--- src/design/lpm_pkg.sv ---
// ----------------------------------------------------------------------------
// lpm_pkg: shared types and constants of the ipv4 prefix table
// Field widths, table sizing, operation and status codes, command and entry
// records passed between the front end, the scan engine and the table ram.
// ----------------------------------------------------------------------------
package lpm_pkg;

    // table sizing
    localparam int TABLE_DEPTH    = 256;
    localparam int NEXT_HOP_WIDTH = 16;
    localparam int IDX_W          = $clog2(TABLE_DEPTH);
    localparam int CNT_W          = $clog2(TABLE_DEPTH + 1);

    // fixed field widths of the channels
    localparam int OP_W     = 2;
    localparam int ADDR_W   = 32;
    localparam int LEN_W    = 6;
    localparam int HOP_W    = 16;
    localparam int STATUS_W = 2;
    localparam int TOTAL_W  = 9;

    // longest legal prefix
    localparam int MAX_LEN = 32;

    // command queue between front end and scan engine
    localparam int QUEUE_DEPTH = 2;
    localparam int QPTR_W      = $clog2(QUEUE_DEPTH);
    localparam int QCNT_W      = $clog2(QUEUE_DEPTH + 1);

    typedef enum logic [OP_W-1:0] {
        OP_INSERT = 2'd0,
        OP_REMOVE = 2'd1,
        OP_LOOKUP = 2'd2,
        OP_NONE   = 2'd3
    } lpm_op_e;

    typedef enum logic [STATUS_W-1:0] {
        STATUS_DONE     = 2'd0,
        STATUS_NO_ENTRY = 2'd1,
        STATUS_FULL     = 2'd2
    } lpm_status_e;

    // classified command as it sits in the queue
    typedef struct packed {
        lpm_op_e                   op;
        logic [ADDR_W-1:0]         addr;
        logic [LEN_W-1:0]          len;
        logic [NEXT_HOP_WIDTH-1:0] hop;
    } lpm_cmd_t;

    // one table slot
    typedef struct packed {
        logic [ADDR_W-1:0]         addr;
        logic [LEN_W-1:0]          len;
        logic [NEXT_HOP_WIDTH-1:0] hop;
    } lpm_entry_t;

    // scan engine status seen by the top level
    typedef struct packed {
        logic             busy;
        logic [CNT_W-1:0] used;
    } lpm_stat_t;

endpackage

--- src/design/lpm_if.sv ---
// ----------------------------------------------------------------------------
// lpm_if: request and response channels of the ipv4 prefix table
// Valid/ready channels; a beat moves when valid and ready are both high.
// ----------------------------------------------------------------------------

// request channel: operation, key address, prefix length, next hop
interface lpm_req_if import lpm_pkg::*; ();
    logic              valid;
    logic              ready;
    logic [OP_W-1:0]   op;
    logic [ADDR_W-1:0] key_addr;
    logic [LEN_W-1:0]  prefix_len;
    logic [HOP_W-1:0]  next_hop_in;

    modport source (
        output valid, op, key_addr, prefix_len, next_hop_in,
        input  ready
    );
    modport sink (
        input  valid, op, key_addr, prefix_len, next_hop_in,
        output ready
    );
endinterface


--- src/design/lpm_front.sv ---
// ----------------------------------------------------------------------------
// lpm_front: request intake and command queue
// Takes request beats, decodes the operation, saturates the prefix length,
// sizes the next hop and holds the commands in a short queue for the engine.
// ----------------------------------------------------------------------------
module lpm_front import lpm_pkg::*; (
    input  logic     clk,
    input  logic     rst_n,
    lpm_req_if.sink  req,
    output lpm_cmd_t cmd,
    output logic     cmd_valid,
    input  logic     cmd_pop
);

    lpm_cmd_t          slot_reg [QUEUE_DEPTH];
    logic [QPTR_W-1:0] wr_ptr_reg, wr_ptr_next;
    logic [QPTR_W-1:0] rd_ptr_reg, rd_ptr_next;
    logic [QCNT_W-1:0] fill_reg, fill_next;
    lpm_cmd_t          new_cmd;
    logic              push;

    // classify the incoming beat
    always_comb
    begin
        new_cmd.op   = lpm_op_e'(req.op);
        new_cmd.addr = req.key_addr;
        new_cmd.len  = (req.prefix_len > LEN_W'(MAX_LEN)) ? LEN_W'(MAX_LEN) : req.prefix_len;
        new_cmd.hop  = NEXT_HOP_WIDTH'(req.next_hop_in);
    end

    assign req.ready = (fill_reg != QCNT_W'(QUEUE_DEPTH));
    assign push      = req.valid && req.ready;
    assign cmd_valid = (fill_reg != '0);
    assign cmd       = slot_reg[rd_ptr_reg];

    // queue pointers and fill level
    always_comb
    begin
        wr_ptr_next = wr_ptr_reg;
        rd_ptr_next = rd_ptr_reg;
        fill_next   = fill_reg;
        if (push)
        begin
            wr_ptr_next = (wr_ptr_reg == QPTR_W'(QUEUE_DEPTH - 1)) ? '0 : wr_ptr_reg + 1'b1;
        end
        if (cmd_pop)
        begin
            rd_ptr_next = (rd_ptr_reg == QPTR_W'(QUEUE_DEPTH - 1)) ? '0 : rd_ptr_reg + 1'b1;
        end
        if (push && !cmd_pop)
        begin
            fill_next = fill_reg + 1'b1;
        end
        else if (cmd_pop && !push)
        begin
            fill_next = fill_reg - 1'b1;
        end
    end

    always_ff @(posedge clk or negedge rst_n)
    begin
        if (!rst_n)
        begin
            wr_ptr_reg <= '0;
            rd_ptr_reg <= '0;
            fill_reg   <= '0;
        end
        else
        begin
            wr_ptr_reg <= wr_ptr_next;
            rd_ptr_reg <= rd_ptr_next;
            fill_reg   <= fill_next;
        end
    end

    // queue storage
    always_ff @(posedge clk)
    begin
        if (push)
        begin
            slot_reg[wr_ptr_reg] <= new_cmd;
        end
    end

endmodule

--- src/flat_wrapper.sv ---
// flat-port wrapper written by rule: the top's interface ports become plain ports
module lpm_front_flat import lpm_pkg::*;
  (clk, rst_n, cmd, cmd_valid, cmd_pop, req_valid, req_op, req_key_addr, req_prefix_len, req_next_hop_in, req_ready);
  lpm_req_if req_i ();
  input  logic clk;
  input  logic rst_n;
  output lpm_cmd_t cmd;
  output logic cmd_valid;
  input  logic cmd_pop;
  input wire logic [$bits(req_i.valid)-1:0] req_valid;
  input wire logic [$bits(req_i.op)-1:0] req_op;
  input wire logic [$bits(req_i.key_addr)-1:0] req_key_addr;
  input wire logic [$bits(req_i.prefix_len)-1:0] req_prefix_len;
  input wire logic [$bits(req_i.next_hop_in)-1:0] req_next_hop_in;
  output wire logic [$bits(req_i.ready)-1:0] req_ready;
  assign req_i.valid = req_valid;
  assign req_i.op = req_op;
  assign req_i.key_addr = req_key_addr;
  assign req_i.prefix_len = req_prefix_len;
  assign req_i.next_hop_in = req_next_hop_in;
  assign req_ready = req_i.ready;
  lpm_front u_core (.clk(clk), .rst_n(rst_n), .req(req_i), .cmd(cmd), .cmd_valid(cmd_valid), .cmd_pop(cmd_pop));
endmodule
--- config.mk ---
export PLATFORM = sky130hd
export DESIGN_NAME = lpm_front_flat
export DESIGN_NICKNAME = d
export VERILOG_FILES = /design/src/design/lpm_pkg.sv /design/src/design/lpm_if.sv /design/src/design/lpm_front.sv /design/src/flat_wrapper.sv
export SDC_FILE = /design/constraint.sdc
export NUM_CORES = 1
export LEC_CHECK = 0
export BUFFER_PORTS_ARGS = -buffer_cell sky130_fd_sc_hd__buf_2
export CORE_ASPECT_RATIO = 0.6
export CORE_MARGIN = 2
export CORE_UTILIZATION = 39
export DETAILED_ROUTE_END_ITERATION = 8
export PLACE_DENSITY_LB_ADDON = 0.3
export SLEW_MARGIN = 25
export SYNTH_ARGS = -nofsm -noshare
export SYNTH_HDL_FRONTEND = slang
export SYNTH_SLANG_ARGS = --single-unit
export TNS_END_PERCENT = 100
--- constraint.sdc ---
create_clock -name clk -period 4.6 [get_ports clk]
set_input_delay 0.69 -clock clk [delete_from_list [all_inputs] [get_ports clk]]
set_output_delay 0.69 -clock clk [all_outputs]
set_load 0.005 [all_outputs]
# Yosys cells after proc, flatten, opt, wreduce, memory -nomap -nowiden
# Memory sizes are Yosys's and may differ from the RTL's.
# Index checks and enable logic that the tools add are counted.
# op_classes
addsub	4
mul	0
div_mod_pow	0
order_cmp	1
n_eq_ne	1
shifts	0
n_mux	7
n_bitwise	0
n_reduce_logical	7
# ops
operator	count
$gt 6x6->1 const B	1
$mux 6	1
$mux 1	4
$mux 2	2
$reduce_bool 2->1	2
$logic_and 1x1->1	3
$add 1x1->1 const B	2
$add 2x1->2 const B	1
$logic_not 1->1	2
$ne 2x2->1 const B	1
$sub 2x1->2 const B	1
# totals
ff_bits	4
latchBits	0
ramBits	112
romBits	0
in_bits	60
output_inout_bits	58
wordCells	24
memories	1
# memory_table
name	words	word_bits	read_ports	rd_clocked_by_memory_dff	write_ports	line_no	rtl
u_core.slot_reg	2	56	1	0	1	lpm_front.sv:15	lpm_cmd_t slot_reg [QUEUE_DEPTH];

# Longest topological paths before layout
# logic_depth
word_depth	6
depth_mapped	7

# Worst setup path after synthesis
# OpenSTA, ideal clock, no wires.
# synth_path
path_kind	input to register
start	in req_valid
end	mem u_core.slot_reg[0][0] (netlist bit), enable pin
setup_time_ns	0.470
arrival_time_ns	3.125
t_required_ns	4.130
path_slack_ns	1.005
stages	2
n_path_buf	0
path_cell_list	nand2_1 -> nor2_1
# synth_via
elab_chain_len	3
# synth_rtl
element	line_no	rtl
start: declaration	flat_wrapper.sv:10	input wire logic [$bits(req_i.valid)-1:0] req_valid;
$logic_and 1x1->1	lpm_front.sv:32	assign push = req.valid && req.ready;
$mux 1	lpm_front.sv:79	if (push)
$mux 1 (not written as such)	lpm_front.sv:81	slot_reg[wr_ptr_reg] <= new_cmd;
end: declaration	lpm_front.sv:15	
# Every way passes these cells.

==> run metrics <==
Reg2Reg Depth 5; Post-Synthesis Cells around 200; postcts setup bufs 0; fin crit period 2.755 ns; clock root cell clkbuf_16; htree depth 4; reg-to-reg slack, setup about 2.4 ns; number of routed nets with antenna violations 0; WL/cell roughly 17 microns; Die Span Y 86.19 microns; DRT Pass-1 Iters 4; # port buffers 117; Pwr per Cell Area 671.4 nW/um^2; Worst path max stage delay 1.04 ns; # setup viols final 0; share of layout cells above drive strength 1 61.22%; fin nets 391; Syn Nets roughly 260; final slew viol count 0; worst IR drop on VDD 0.0004687 V; pin count of the biggest net entering global routing 58; Reg clk slew, reported paths 0.05 ns; DR iter-0 viols 132; diodes inserted 0; vias per inst 4.620; Layout area overhead 31.21%; first-pass GRT wire length 12200 microns; DR DRC count 0; crit path launch type flip-flop; max-capacitance violation count 0; Num CTS Buffers 17; Final Core Density 53.45%; WS Path Type reg -> out; worst reg2reg path endpoint u_core.slot_reg[0][36]; Final TNS setup 0 ns; Cell variety after synth 17; Critical path origin u_core.rd_ptr_reg; Num Clock Sinks between 100 and 150; Fmax 0.3630 GHz; # rows 29; Leakage 2.282 nW; most frequent cells in the layout 117 x buf_2, 112 x edfxtp_1, 30 x mux2_4; Final HPWL DP 5123 microns; Max-slew headroom 33.94%; min-delay worst type in -> async; WHS 0.09934 ns; Starting Density 40.74%; CP max stage cell dfrtp_4; power consumption 3.867 mW; launching point of the worst reg2reg path u_core.fill_reg[0]; via count 2227; placed cell areas between 5000 and 6000 sq um; CP cell instances mux2_2 -> buf_2; number of flip-flops in the largest register 112; Post-Place Cells 449; RSZ-0062 raised after global routing no; vias in the first global route 2373; core area 10780 sq um; Setup crit end cmd[38]; clock skew 0.005893 ns; die area 12150 sq um; Synth Register Bits about 120; Ys Warns 0; endpoints failing hold 0; Skew-Pair Late Insertion Delay around 0.4 ns; WL final 8013 microns; Seq/Total Area, Yosys between 70% and 80%; post-route insts no fill 482; CTS max path bufs 2; CTS tree built; # IOs between 100 and 150; synthesized area 4390 sq um; dpl ws 2.054 ns; Tot GR Track Use between 10% and 20%; Worst-Margin Slew about 1 ns; # fillers 858; status finished clean; final instance area 5761 sq um; critical path data arrival time 2.06 ns; syn_area_per_cell 22.17 sq um; CTS resizes 0; grt total ovfl 0; crit-path max FO 57; nature of the critical path endpoint primary output; PnR worst setup slack 1.845 ns; GPL Wtd Cong 0.6772; Tcrit/Tclk final 59.88%; most common cell after layout, fill and taps aside buf_2; initial antenna violation count 1; die width 141.0 microns; Hold Buf Count CTS 0; Crit path required time 3.91 ns
cells in the mapped netlist:
master | number | share of area (%)
edfxtp_1 | 112 | 77
nand2_1 | 1 | 0.085
or2_2 | 1 | 0.14
inv_1 | 2 | 0.17
xnor2_1 | 2 | 0.40
nand2b_1 | 1 | 0.14
clkbuf_1 | 1 | 0.085
xor2_1 | 3 | 0.60
and3_1 | 1 | 0.14
mux2_4 | 30 | 10
ha_1 | 1 | 0.28
buf_6 | 4 | 1.0
nor2b_1 | 5 | 0.71
buf_2 | 2 | 0.23
mux2_2 | 26 | 6.7
nor2_1 | 2 | 0.17
dfrtp_1 | 4 | 2.3
critical path, delay by kind of cell (launching register included):
| kind | cells | cell delay (ns) |
|---|---|---|
| flops | 1 | 1.04 |
| mux | 1 | 0.42 |
| buf+inv | 1 | 0.13 |
cells by family (layout without fill, tap and decap cells):
family        count (synthesis)  in the layout  synth area share (%)
buf+inv                       9            154                 1.510
mux                          56             56                 16.93
simple gates                 11             11                 1.397
xor+xnor                      5              5                0.9976
fa+ha+maj                     1              1                0.2849
flops                       116            116                 78.88
worst min-delay path by stage:
stage | endpoint | slack, ns
2_1_floorplan | u_core.fill_reg[0] | 0.39
3_3_place_gp | u_core.fill_reg[1] | 0.48
3_5_place_dp | u_core.fill_reg[1] | 0.48
4_1_cts | u_core.fill_reg[1] | 0.09
5_1_grt | u_core.fill_reg[0] | 0.09
6_report | u_core.wr_ptr_reg | 0.1
layout make-up:
type                       instances  area [sq um]  share of cell area [%]
clock buffer                      17         425.4                   7.385
clock inverter                    15         188.9                   3.280
inverter                           2         7.507                  0.1303
multi-input combinational         73         869.6                   15.10
sequential                       116          3467                   60.19
tap                              139         173.9                   3.019
timing repair buffer             120         628.1                   10.90
per-layer routing:
| layer | global-route usage [%] | routed length [microns] |
|---|---|---|
| met3 | 5.580 | 636 |
| met2 | 20.89 | 3627 |
| met4 | 5.455 | 45 |
| met5 | 0 | 0 |
| met1 | 17.45 | 3704 |
report_power, final:
group	internal, mW	switching, mW
Sequential	1.45	0.187
Combinational	0.528	0.353
Clock	0.900	0.450
Total	2.88	0.990
No activity file was read; power rests on OpenSTA's default activity.
